## src/rtl/cbd_pkg.sv

```systemverilog
// Shared types, byte constants and hex helpers for the chunked body decoder.
// No dependencies; used by cbd_step and chunked_body_decoder_core.
package cbd_pkg;

  typedef enum logic [2:0] {
    PH_SIZE  = 3'd0,
    PH_DATA  = 3'd1,
    PH_SKIP1 = 3'd2,
    PH_SKIP2 = 3'd3,
    PH_DONE  = 3'd4
  } phase_e;

  // Narrow control state of the decoder, passed between core and step logic
  typedef struct packed {
    phase_e phase;
    logic   hex_open;
    logic   last_was_cr;
    logic   overflow_seen;
  } ctrl_t;

  localparam logic [7:0] CHAR_CR = 8'h0D;
  localparam logic [7:0] CHAR_LF = 8'h0A;

  localparam ctrl_t CTRL_RESET = '{
    phase:         PH_SIZE,
    hex_open:      1'b1,
    last_was_cr:   1'b0,
    overflow_seen: 1'b0
  };

  function automatic logic is_hex(input logic [7:0] c);
    is_hex = ((c >= 8'h30) && (c <= 8'h39)) ||
             ((c >= 8'h61) && (c <= 8'h66)) ||
             ((c >= 8'h41) && (c <= 8'h46));
  endfunction

  function automatic logic [3:0] hex_nibble(input logic [7:0] c);
    logic [7:0] v;
    if ((c >= 8'h30) && (c <= 8'h39)) begin
      v = c - 8'h30;
    end else if ((c >= 8'h61) && (c <= 8'h66)) begin
      v = c - 8'h57;
    end else begin
      v = c - 8'h37;
    end
    hex_nibble = v[3:0];
  endfunction

endpackage

```

## src/rtl/cbd_step.sv

```systemverilog
// Single-byte step of the chunked body decoder: next state and result item.
// Depends on cbd_pkg.
module cbd_step #(
  parameter int unsigned SIZE_BITS = 32
) (
  input  logic [7:0]           byte_i,
  input  logic                 restart_i,
  input  cbd_pkg::ctrl_t       ctrl_i,
  input  logic [SIZE_BITS-1:0] size_i,
  input  logic [SIZE_BITS-1:0] left_i,
  output cbd_pkg::ctrl_t       ctrl_o,
  output logic [SIZE_BITS-1:0] size_o,
  output logic [SIZE_BITS-1:0] left_o,
  output logic [7:0]           payload_o,
  output logic                 valid_o,
  output logic                 done_o,
  output logic                 overflow_o
);

  cbd_pkg::ctrl_t       cur_ctrl;
  logic [SIZE_BITS-1:0] cur_size;
  logic [SIZE_BITS-1:0] cur_left;

  // Restart clears everything before this byte is looked at
  always_comb begin
    if (restart_i) begin
      cur_ctrl = cbd_pkg::CTRL_RESET;
      cur_size = '0;
      cur_left = '0;
    end else begin
      cur_ctrl = ctrl_i;
      cur_size = size_i;
      cur_left = left_i;
    end
  end

  // Next state
  always_comb begin
    ctrl_o = cur_ctrl;
    size_o = cur_size;
    left_o = cur_left;
    case (cur_ctrl.phase)
      cbd_pkg::PH_SIZE: begin
        if (cur_ctrl.last_was_cr && (byte_i == cbd_pkg::CHAR_LF)) begin
          size_o              = '0;
          ctrl_o.hex_open     = 1'b1;
          ctrl_o.last_was_cr  = 1'b0;
          if (cur_size == '0) begin
            ctrl_o.phase = cbd_pkg::PH_DONE;
          end else begin
            left_o       = cur_size;
            ctrl_o.phase = cbd_pkg::PH_DATA;
          end
        end else begin
          if (cur_ctrl.hex_open) begin
            if (!cbd_pkg::is_hex(byte_i)) begin
              ctrl_o.hex_open = 1'b0;
            end else if (cur_size[SIZE_BITS-1 -: 4] != 4'd0) begin
              // saturate: another digit would not fit
              size_o               = '1;
              ctrl_o.overflow_seen = 1'b1;
            end else begin
              size_o = {cur_size[SIZE_BITS-5:0], cbd_pkg::hex_nibble(byte_i)};
            end
          end
          ctrl_o.last_was_cr = (byte_i == cbd_pkg::CHAR_CR);
        end
      end
      cbd_pkg::PH_DATA: begin
        left_o = cur_left - SIZE_BITS'(1);
        if (cur_left == SIZE_BITS'(1)) begin
          ctrl_o.phase = cbd_pkg::PH_SKIP1;
        end
      end
      cbd_pkg::PH_SKIP1: ctrl_o.phase = cbd_pkg::PH_SKIP2;
      cbd_pkg::PH_SKIP2: ctrl_o.phase = cbd_pkg::PH_SIZE;
      default:           ctrl_o.phase = cbd_pkg::PH_DONE;
    endcase
  end

  // Result item
  always_comb begin
    valid_o    = (cur_ctrl.phase == cbd_pkg::PH_DATA);
    payload_o  = valid_o ? byte_i : 8'h00;
    done_o     = (ctrl_o.phase == cbd_pkg::PH_DONE);
    overflow_o = ctrl_o.overflow_seen;
  end

endmodule

```

## src/rtl/chunked_body_decoder_core.sv

```systemverilog
// Top level of the chunked HTTP body decoder: input register, step logic,
// result register. Depends on cbd_pkg and cbd_step.
//
// Usage:
//   Feed the raw body bytes of a chunked response on the s_axis channel,
//   one item per byte. s_axis_tuser_i set marks the byte as the first of a
//   new body and clears all decoder state before it is processed.
//   Every input item yields exactly one result item on m_axis: the payload
//   byte (zero when not payload) in tdata and three flags in tuser.
//   An accepted item passes through the input register and then the result
//   register before it is presented on m_axis and can be taken.
//   Throughput: one item per cycle while m_axis_tready_i stays high; the
//   state loop is a hex shift-in or a SIZE_BITS-wide decrement and compare.
//   Stall: when the receiver holds m_axis_tready_i low, the result register
//   holds its item, the input register holds one more, and then
//   s_axis_tready_o drops; nothing is lost or repeated.
//   Reset: rst_ni low empties both registers and returns the decoder to the
//   start of a size line with no overflow seen.
module chunked_body_decoder_core #(
  parameter int unsigned SIZE_BITS = 32
) (
  input  logic       clk_i,
  input  logic       rst_ni,
  input  logic       s_axis_tvalid_i,
  output logic       s_axis_tready_o,
  input  logic [7:0] s_axis_tdata_i,   // [7:0] in_byte
  input  logic       s_axis_tuser_i,   // [0] restart
  output logic       m_axis_tvalid_o,
  input  logic       m_axis_tready_i,
  output logic [7:0] m_axis_tdata_o,   // [7:0] payload_byte
  output logic [2:0] m_axis_tuser_o    // [0] payload_valid [1] body_done [2] size_overflow
);

  // Input register
  logic       in_vld_q, in_vld_d;
  logic [7:0] in_byte_q;
  logic       in_restart_q;

  // Decoder state
  cbd_pkg::ctrl_t       ctrl_q, ctrl_d;
  logic [SIZE_BITS-1:0] size_q, size_d;
  logic [SIZE_BITS-1:0] left_q, left_d;

  // Result register
  logic       out_vld_q, out_vld_d;
  logic [7:0] out_byte_q;
  logic [2:0] out_flags_q;

  logic       out_load;
  logic       advance;
  logic       in_take;
  logic [7:0] res_payload;
  logic       res_valid;
  logic       res_done;
  logic       res_overflow;

  cbd_step #(
    .SIZE_BITS (SIZE_BITS)
  ) u_step (
    .byte_i     (in_byte_q),
    .restart_i  (in_restart_q),
    .ctrl_i     (ctrl_q),
    .size_i     (size_q),
    .left_i     (left_q),
    .ctrl_o     (ctrl_d),
    .size_o     (size_d),
    .left_o     (left_d),
    .payload_o  (res_payload),
    .valid_o    (res_valid),
    .done_o     (res_done),
    .overflow_o (res_overflow)
  );

  // The result register frees up when empty or being drained this cycle
  assign out_load        = !out_vld_q || m_axis_tready_i;
  assign advance         = in_vld_q && out_load;
  assign s_axis_tready_o = !in_vld_q || out_load;
  assign in_take         = s_axis_tvalid_i && s_axis_tready_o;

  always_comb begin
    in_vld_d  = in_take ? 1'b1 : (advance ? 1'b0 : in_vld_q);
    out_vld_d = advance ? 1'b1 : (m_axis_tready_i ? 1'b0 : out_vld_q);
  end

  // Control state
  always_ff @(posedge clk_i or negedge rst_ni) begin
    if (!rst_ni) begin
      in_vld_q  <= 1'b0;
      out_vld_q <= 1'b0;
      ctrl_q    <= cbd_pkg::CTRL_RESET;
      size_q    <= '0;
      left_q    <= '0;
    end else begin
      in_vld_q  <= in_vld_d;
      out_vld_q <= out_vld_d;
      // commit the step only when its result is actually stored
      if (advance) begin
        ctrl_q <= ctrl_d;
        size_q <= size_d;
        left_q <= left_d;
      end
    end
  end

  // Payload registers
  always_ff @(posedge clk_i) begin
    if (in_take) begin
      in_byte_q    <= s_axis_tdata_i;
      in_restart_q <= s_axis_tuser_i;
    end
    if (advance) begin
      out_byte_q  <= res_payload;
      out_flags_q <= {res_overflow, res_done, res_valid};
    end
  end

  assign m_axis_tvalid_o = out_vld_q;
  assign m_axis_tdata_o  = out_byte_q;
  assign m_axis_tuser_o  = out_flags_q;

endmodule

```

## config.mk

```make
export PLATFORM = sky130hd
export DESIGN_NAME = chunked_body_decoder_core
export DESIGN_NICKNAME = d
export VERILOG_FILES = /design/src/rtl/cbd_pkg.sv /design/src/rtl/cbd_step.sv /design/src/rtl/chunked_body_decoder_core.sv
export SDC_FILE = /design/constraint.sdc
export NUM_CORES = 1
export LEC_CHECK = 0
export BUFFER_PORTS_ARGS = -buffer_cell sky130_fd_sc_hd__buf_4
export CAP_MARGIN = 20
export CORE_MARGIN = 1.5
export CORE_UTILIZATION = 50
export DETAILED_ROUTE_END_ITERATION = 10
export PLACE_DENSITY = 0.69
export SETUP_SLACK_MARGIN = 0.15
export SLEW_MARGIN = 20
export SYNTH_ARGS = -nofsm -noshare
export SYNTH_HDL_FRONTEND = slang
export SYNTH_HIERARCHICAL = 1
export SYNTH_SLANG_ARGS = --single-unit
```

## constraint.sdc

```tcl
create_clock -name clk_i -period 5.6 [get_ports clk_i]
set_input_delay 0.56 -clock clk_i [delete_from_list [all_inputs] [get_ports clk_i]]
set_output_delay 0.56 -clock clk_i [all_outputs]
set_load 0.03 [all_outputs]
```

* After elaboration in Yosys (flattened, before gate mapping)
Index checks and enable logic that the tools add are counted.
W data, S select, Z words.
** Word-level totals
- Register bits :: 92
- Logic and storage cells :: 75
** Operators by class
- Mux-type cells :: 29
- Equality and inequality tests :: 7
- Order comparisons :: 6
- Add/sub/neg operators :: 4
- Reduce and logical (&&, ||, !) cells :: 17
** Operator list (count)
- $mux W32 :: 9
- $pmux W32 S2 :: 1
- $eq A32 B1 Y1 const B :: 1
- $logic_not A32 Y1 :: 1
- $sub A32 B1 Y32 const B :: 1
- $eq A8 B4 Y1 const B :: 2
- $ge A8 B7 Y1 const B :: 2
- $le A8 B7 Y1 const B :: 2
- $mux W3 :: 4
- $pmux W3 S4 :: 1
- $mux W1 :: 10
- $ge A8 B6 Y1 const B :: 1
- $le A8 B6 Y1 const B :: 1
- $mux W4 :: 2
- $sub A4 B3 Y4 const B :: 2
- $eq A3 B2 Y1 const B :: 2
- $logic_and A1 B1 Y1 :: 6
- $mux W6 :: 1
- $logic_or A1 B1 Y1 :: 4
- $reduce_bool A2 Y1 :: 2
- $reduce_bool A4 Y1 :: 1
- $sub A4 B1 Y4 const B :: 1
- $eq A3 B1 Y1 const B :: 1
- $eq A3 B3 Y1 const B :: 1
- other kinds (3) :: 4

* Longest topological paths before layout
Gate-level depths: netlist (run 1).
- Word-level depth :: 9
- Depth in mapped cells :: 9
- Gate-level depth less buffers :: 8

* Hierarchy
The synthesis (run 1) kept the hierarchy.
** By module, submodules not included
- chunked_body_decoder_core :: area each 3325.7 sq um, cells an instance 176, times used 1
- cbd_step :: area each 2663.8 sq um, cells an instance 419, times used 1

* Least setup slack after synthesis (run 1)
OpenSTA, ideal clock, no wires.
- Kind :: flip-flop to flip-flop
- Start :: reg in_byte_q[0]
- End :: reg left_q[15]
- Slack :: 3.104 ns
- Arrival :: 2.372 ns
- Path buffers :: 1
- Period minus slack after synthesis :: 2.496 ns
- Stages on the path, launching flop included :: 10
- Setup time :: 0.125 ns
- Data required time :: 5.475 ns
- Cell sequence :: edfxtp_1 -> inv_1 -> ha_1 -> nor4bb_1 -> and4_1 -> nor3_1 -> or2_1 -> clkbuf_1 -> a221o_1 -> mux2_2
** On the way
- Longest elaborated chain between the ends :: 4
** RTL lines
- start: declaration :: line chunked_body_decoder_core.sv:36 : logic [7:0] in_byte_q;
- start signal: assignment :: line chunked_body_decoder_core.sv:108 : in_byte_q <= s_axis_tdata_i;
- $eq A8 B4 Y1 :: line cbd_step.sv:44 : if (cur_ctrl.last_was_cr && (byte_i == cbd_pkg::CHAR_LF)) begin
- $logic_and A1 B1 Y1 :: line cbd_step.sv:44
- $mux W32 :: line cbd_step.sv:44
- $pmux W32 S2 :: line cbd_step.sv:42 : case (cur_ctrl.phase)
- net left_d[15] :: line chunked_body_decoder_core.sv:42 : logic [SIZE_BITS-1:0] left_q, left_d;
- end signal: assignment :: line chunked_body_decoder_core.sv:100 : left_q <= left_d;
- end: declaration :: line chunked_body_decoder_core.sv:42
The timed path passes the listed nets, and every way through them passes these cells.
A chain may end at the register's enable or synchronous reset.

* Worst setup path after layout (run 1)
- Start :: reg ctrl_q[3] (netlist bit)
- End :: reg left_q[25]
** On the way
- Longest elaborated chain between the ends :: 3
- Elaborated cells on any way between the ends :: 4
** RTL lines
- start: declaration :: line chunked_body_decoder_core.sv:40 : cbd_pkg::ctrl_t ctrl_q, ctrl_d;
- start signal: assignment :: line chunked_body_decoder_core.sv:90 : ctrl_q <= cbd_pkg::CTRL_RESET;
- start signal: assignment :: line chunked_body_decoder_core.sv:98 : ctrl_q <= ctrl_d;
- $mux W6 (*) :: line cbd_step.sv:26 : if (restart_i) begin
- $eq A3 B1 Y1 / $logic_not A3 Y1 (equally long branches) :: line cbd_step.sv:42
- $pmux W32 S2 (*) :: line cbd_step.sv:42
- net left_d[25] :: line chunked_body_decoder_core.sv:42
The timed path passes the listed nets; every way through them passes the cells marked *.

==> qor.txt, run 1 <==
Core Area: 0.0116 mm^2
Post-cts sizing count: 0
Clock transition at path regs: 0.07 ns
Yosys warns: 6
Layout area overhead: 7.85%
Syn_nets: 612
Die area: 0.0126 mm^2
Proportion of power drawn by flip-flops and latches: 0.486
TritonRoute pass-1 iters: 5
WP data arrival: 3.88 ns
First-pass GRT wire length: 26.9 mm
Final hold viol count: 0
Maximum buffer depth of the clock tree: 2
Hold Crit Class: input port to asynchronous set/reset pin
H-tree depth: 3
Die X: 112 um
CP max stage cell: a211oi_2
Critical Path RT: 5.84 ns
Fillers: 1044
Detailed Route WL: 16.8 mm
Worst-path cell chain: nor3_1, nand2_1, a211oi_2, o31ai_1, a311o_1, mux2_2
Diode count: 0
FF+latch count, synth: 92
NetSw: 408 uW
Status: finished clean
Avg Cell Area, Syn: 10.1 um^2
TNS Setup: 0 ns
Switch share: 0.277
Synth top area cells: dfrtp_1, mux2_2, edfxtp_1, o2bb2ai_1, nor2_1
CP Launch Type: flip-flop
DRT iter0 DRCs: 637
Largest net degree at the start of global routing: 73
Initial antenna violation count: 0
Least-Margin Pin Slew: 1.12 ns
Max_cap viols: 0
CP max stage delay: 1.00 ns
Lkg Pwr: 0.00279 uW
Top cells by count, synth: dfrtp_1, mux2_2, nor2_1
Clk pwr share: 0.414
Share of post-route cells with drive strength above 1: 0.229
Gr usage total: 0.276
Clock Latency Late Sink: 0.36 ns
Routed via count: 5107
PortBufs: 25
Unrepaired setup endpoints after global routing: no
Worst VDD drop: 0.255 mV
Worst setup EP type: flip-flop
CTS tree: yes
Area share of the largest cell type after synthesis: 0.297
Postcts setup bufs: 0
Period utilisation layout: 0.650
Final nets: 610
Netlist cell types: 73
Number of vias per cell: 6.89
Num Clock Sinks: 92
Vias in the first global route: 4902
Final core occ: 0.559
Initial Utilization: 0.518
Register area share after synthesis: 0.401
Detail Placement HPWL: 11.3 mm
EDFF count, synth: 20
Combinational share of power: 0.100
Setup CP Type: flip-flop to flip-flop
Cell taking the most area after synthesis: dfrtp_1
Grt total ovfl: 0
GP Congestion: 0.929
Worst Skew: 0.00986 ns
Fin. max-slew vios: 0
CTS root buf: clkbuf_16
Worst R2R Path Depth: 6
Post-route ant nets: 0
Fraction of registers with async set/reset: 0.783
Cts bufs inserted: 9
# rows: 39
Post-CTS Hold Buffers: 0
Post-Syn Area: 0.00599 mm^2
Pwr Density: 228 mW/mm^2
Syn Inst Count: 595
# setup viols final: 0
Wirelength per Cell: 22.7 um
Tmin final: 3.64 ns
Top Ports: 26
Ys flop type: dfrtp_1
Die Span Y: 112 um
DRC viols: 0
Internal power: 1060 uW
Max Clk Rate: 275 MHz
Relative slew slack: 0.255
Critical Path Fanout Max: 26
[path summary, 6_finish.rpt]
| kind | start | endpoint | slack [ns] |
|---|---|---|---|
| worst min register to register | ctrl_q[0] | ctrl_q[0] | 0.51 |
| worst max-delay path | ctrl_q[3] | left_q[25] | 1.96 |
| worst max register to register | ctrl_q[3] | left_q[25] | 1.96 |
| max in group asynchronous | rst_ni | size_q[27] | 4.63 |
| worst min-delay path | rst_ni | left_q[1] | 0.34 |
| min in group clk_i | s_axis_tdata_i[6] | in_byte_q[6] | 0.37 |
[stage by stage]
| step | instances | area (um^2) | setup WS [ns] | power [uW] | hold slack [ns] |
|---|---|---|---|---|---|
| detailed placement | 724 | 6150 | 2.10 | 873 | 0.497 |
| finish | 741 | 6460 | 1.96 | 1470 | 0.337 |
| floorplan | 595 | 5990 | 3.10 | 827 | 0.264 |
| global route | 741 | 6460 | 1.84 | 1520 | 0.357 |
| CTS | 740 | 6440 | 2.10 | 1480 | 0.360 |
| global placement | 724 | 6150 | 2.25 | 870 | 0.494 |
[routing by layer]
layer | track usage | wire, um | share of wire | up-vias
li1 | - | - | - | 2305
met1 | 0.395 | 7430 | 0.44 | 2507
met2 | 0.400 | 7500 | 0.45 | 264
met3 | 0.0729 | 1510 | 0.090 | 31
met4 | 0.111 | 388 | 0.023 | 0
met5 | 0 | 0 | 0 | -
[power groups by stage]
stage               clock network [uW]  logic, uW  registers (uW)
floorplan                            0       96.0             731
global placement                     0        143             727
detailed placement                   0        144             728
CTS                                621        145             715
global route                       646        157             716
finish                             609        147             715
[state kept, by name (all words and copies together), names as in the netlist]
register and count:
left_q 32, m_axis_tdata_o 8, m_axis_tuser_o 3, size_q 32
ctrl_q 6, in_restart_q 1, m_axis_tvalid_o 1, in_vld_q 1
in_byte_q 8
[area by class of cell]
type	instances	area, um^2	share of cell area
sequential	92	2400	0.372
clock buffer	9	225	0.0349
timing repair buffer	30	233	0.0360
tap	143	179	0.0277
multi-input combinational	449	3310	0.512
clock inverter	7	71.3	0.0110
inverter	11	41.3	0.00639
[critical path: cells and delay by family, from the launching register on]
family	cells	cell delay (ns)
and+or+nand+nor	2	1.06
AOI/OAI and AO/OA	3	1.48
DFF	1	0.71
muxes	1	0.26
[kinds of logic after synthesis]
logic type | count (synthesis) | share of synthesized area
simple gates | 196 | 0.181
compound gates | 162 | 0.202
flops | 92 | 0.401
xor+xnor | 4 | 0.00585
fa+ha+maj | 4 | 0.00836
buf+inv | 54 | 0.0466
mux | 83 | 0.154
[cell usage in the layout (no fill, tap or decap), drive strengths merged, types with 14 or more instances in the layout]
cell     count
nand3       14
o2bb2ai     31
nand2       25
mux2        72
o21ai       23
dfrtp       71
nor2        50
nor4        29
edfxtp      20
a21oi       23
nor3        22
buf         30
No activity file was read; power rests on OpenSTA's default activity.
==> inputs of run 2 (changes only) <==
--- a/config.mk
+++ b/config.mk
@@ -10,7 +10,7 @@
 export CORE_MARGIN = 1.5
 export CORE_UTILIZATION = 50
 export DETAILED_ROUTE_END_ITERATION = 10
-export PLACE_DENSITY = 0.69
+export PLACE_DENSITY = 0.71
 export SETUP_SLACK_MARGIN = 0.15
 export SLEW_MARGIN = 20
 export SYNTH_ARGS = -nofsm -noshare
==> constraint.sdc (replaced) <==
create_clock -name clk_i -period 3.1 [get_ports clk_i]
set_input_delay 0.31 -clock clk_i [delete_from_list [all_inputs] [get_ports clk_i]]
set_output_delay 0.31 -clock clk_i [all_outputs]
set_load 0.03 [all_outputs]
==> run 2 against run 1 <==
Effect of this change:
- utilization rose by 1.9 points
- via count rose by 2.1%
- design area rose by 3.4%
- critical path type unchanged
==> qor.txt, run 2 (synthesis results as in run 1) <==
Grt total ovfl: 0
Fillers: 1025
Detailed Route WL: 17.0 mm
CP Launch Type: flip-flop
Cts bufs inserted: 9
First-pass GRT wire length: 27.6 mm
Core Area: 0.0116 mm^2
Fin Hold WS: 0.0661 ns
Largest registers: left_q: 32 flops, size_q: 32 flops
Max_cap viols: 0
Post-route ant nets: 0
Max Clk Rate: 358 MHz
Post-CTS Hold Buffers: 0
Worst R2R Path Depth: 8
GP Congestion: 0.945
Unrepaired setup endpoints after global routing: no
Sequential cell area: 0.00240 mm^2
Critical Path Fanout Max: 7
Setup WS post-layout: 0.310 ns
Initial antenna violation count: 0
Critical Path RT: 3.34 ns
Worst setup EP type: flip-flop
DRC viols: 0
Clock Latency Late Sink: 0.35 ns
CTS root buf: clkbuf_16
WP data arrival: 3.03 ns
Clock transition at path regs: 0.07 ns
Gr usage total: 0.279
Number of vias per cell: 6.83
R2R Setup Slk: 0.31 ns
Detail Placement HPWL: 11.5 mm
Multi-input gate area: 0.00333 mm^2
Worst VDD drop: 0.284 mV
Postcts setup bufs: 0
CTS tree: yes
Die area: 0.0126 mm^2
Lkg Pwr: 0.00293 uW
Initial Utilization: 0.518
H-tree depth: 3
TritonRoute pass-1 iters: 7
Tmin final: 2.79 ns
Top Ports: 26
Routed via count: 5215
Largest net degree at the start of global routing: 73
Die X: 112 um
Layout area overhead: 11.5%
# rows: 39
Critical path origin: in_byte_q[0]
PortBufs: 25
Die Span Y: 112 um
Placed insts: 746
Num Clock Sinks: 92
Least-Margin Pin Slew: 0.985 ns
Worst R2R Start: in_byte_q[0]
Wirelength per Cell: 22.3 um
Share of post-route cells with drive strength above 1: 0.260
TNS Setup: 0 ns
Final hold viol count: 0
DRT iter0 DRCs: 652
Hold Crit Class: input port to asynchronous set/reset pin
R2R Path End: left_q[15]
Relative slew slack: 0.343
Pwr Density: 414 mW/mm^2
Setup WS pre-CTS: 0.111 ns
Status: finished clean
Commonest non-fill, non-tap cells in the layout: mux2_2, dfrtp_1, buf_4, nor2_1, o2bb2ai_1
Setup CP Type: flip-flop to flip-flop
# setup viols final: 0
Non-filler cells in the finished layout: 763
Period utilisation layout: 0.900
Diode count: 0
Vias in the first global route: 5011
Fin. max-slew vios: 0
Final nets: 632
Worst Skew: 0.00946 ns
Maximum buffer depth of the clock tree: 2
run 2: report_power, final:
| part | leakage [uW] | switching [uW] | internal, uW |
|---|---|---|---|
| registers | 0.00119 | 25.1 | 1260 |
| logic | 0.00157 | 183 | 101 |
| clock network | 0.000159 | 468 | 725 |
| total | 0.00293 | 676 | 2090 |
run 2: worst max-delay path by stage:
stage / to / cells after the start
3_5_place_dp: left_q[8] / 8
3_3_place_gp: left_q[8] / 8
6_report: left_q[15] / 8
4_1_cts: size_q[11] / 8
5_1_grt: left_q[17] / 8
2_1_floorplan: left_q[15] / 9
run 2: area by class of cell:
cell class,instances,area share
clock buffer,11,0.0364
clock inverter,5,0.0112
inverter,11,0.00618
multi-input combinational,449,0.499
sequential,92,0.360
tap,143,0.0268
timing repair buffer,52,0.0609
run 2: metal layers:
layer | GRT usage | share of wire | wire [um] | up-vias
met5 | 0.0275 | 0.0028 | 47 | -
met4 | 0.102 | 0.024 | 405 | 2
met3 | 0.0529 | 0.082 | 1390 | 36
met2 | 0.405 | 0.45 | 7640 | 240
met1 | 0.414 | 0.44 | 7510 | 2578
li1 | - | - | - | 2359
run 2: stage by stage:
stage          power (uW)  instance area [um^2]  utilization
3_5_place_dp         1590                  6330        0.547
4_1_cts              2780                  6650        0.575
3_3_place_gp         1580                  6330        0.547
5_1_grt              2850                  6680        0.577
2_1_floorplan        1490                  5990            -
6_report             2760                  6680        0.577
run 2: repair_timing:
action                                 4_1_cts  5_1_grt
endpoints found under the hold margin        0        0
resized for setup                            1        3
setup endpoints to repair                    6       12
run 2: critical path, stage by stage, from the launching register on:
cell and delay (ns):
edfxtp_1 0.50, inv_1 0.15, ha_1 0.17, nor4bb_2 0.34, and4_1 0.32, nor3_1 0.15, or2_1 0.39, a221o_1 0.39
mux2_2 0.26
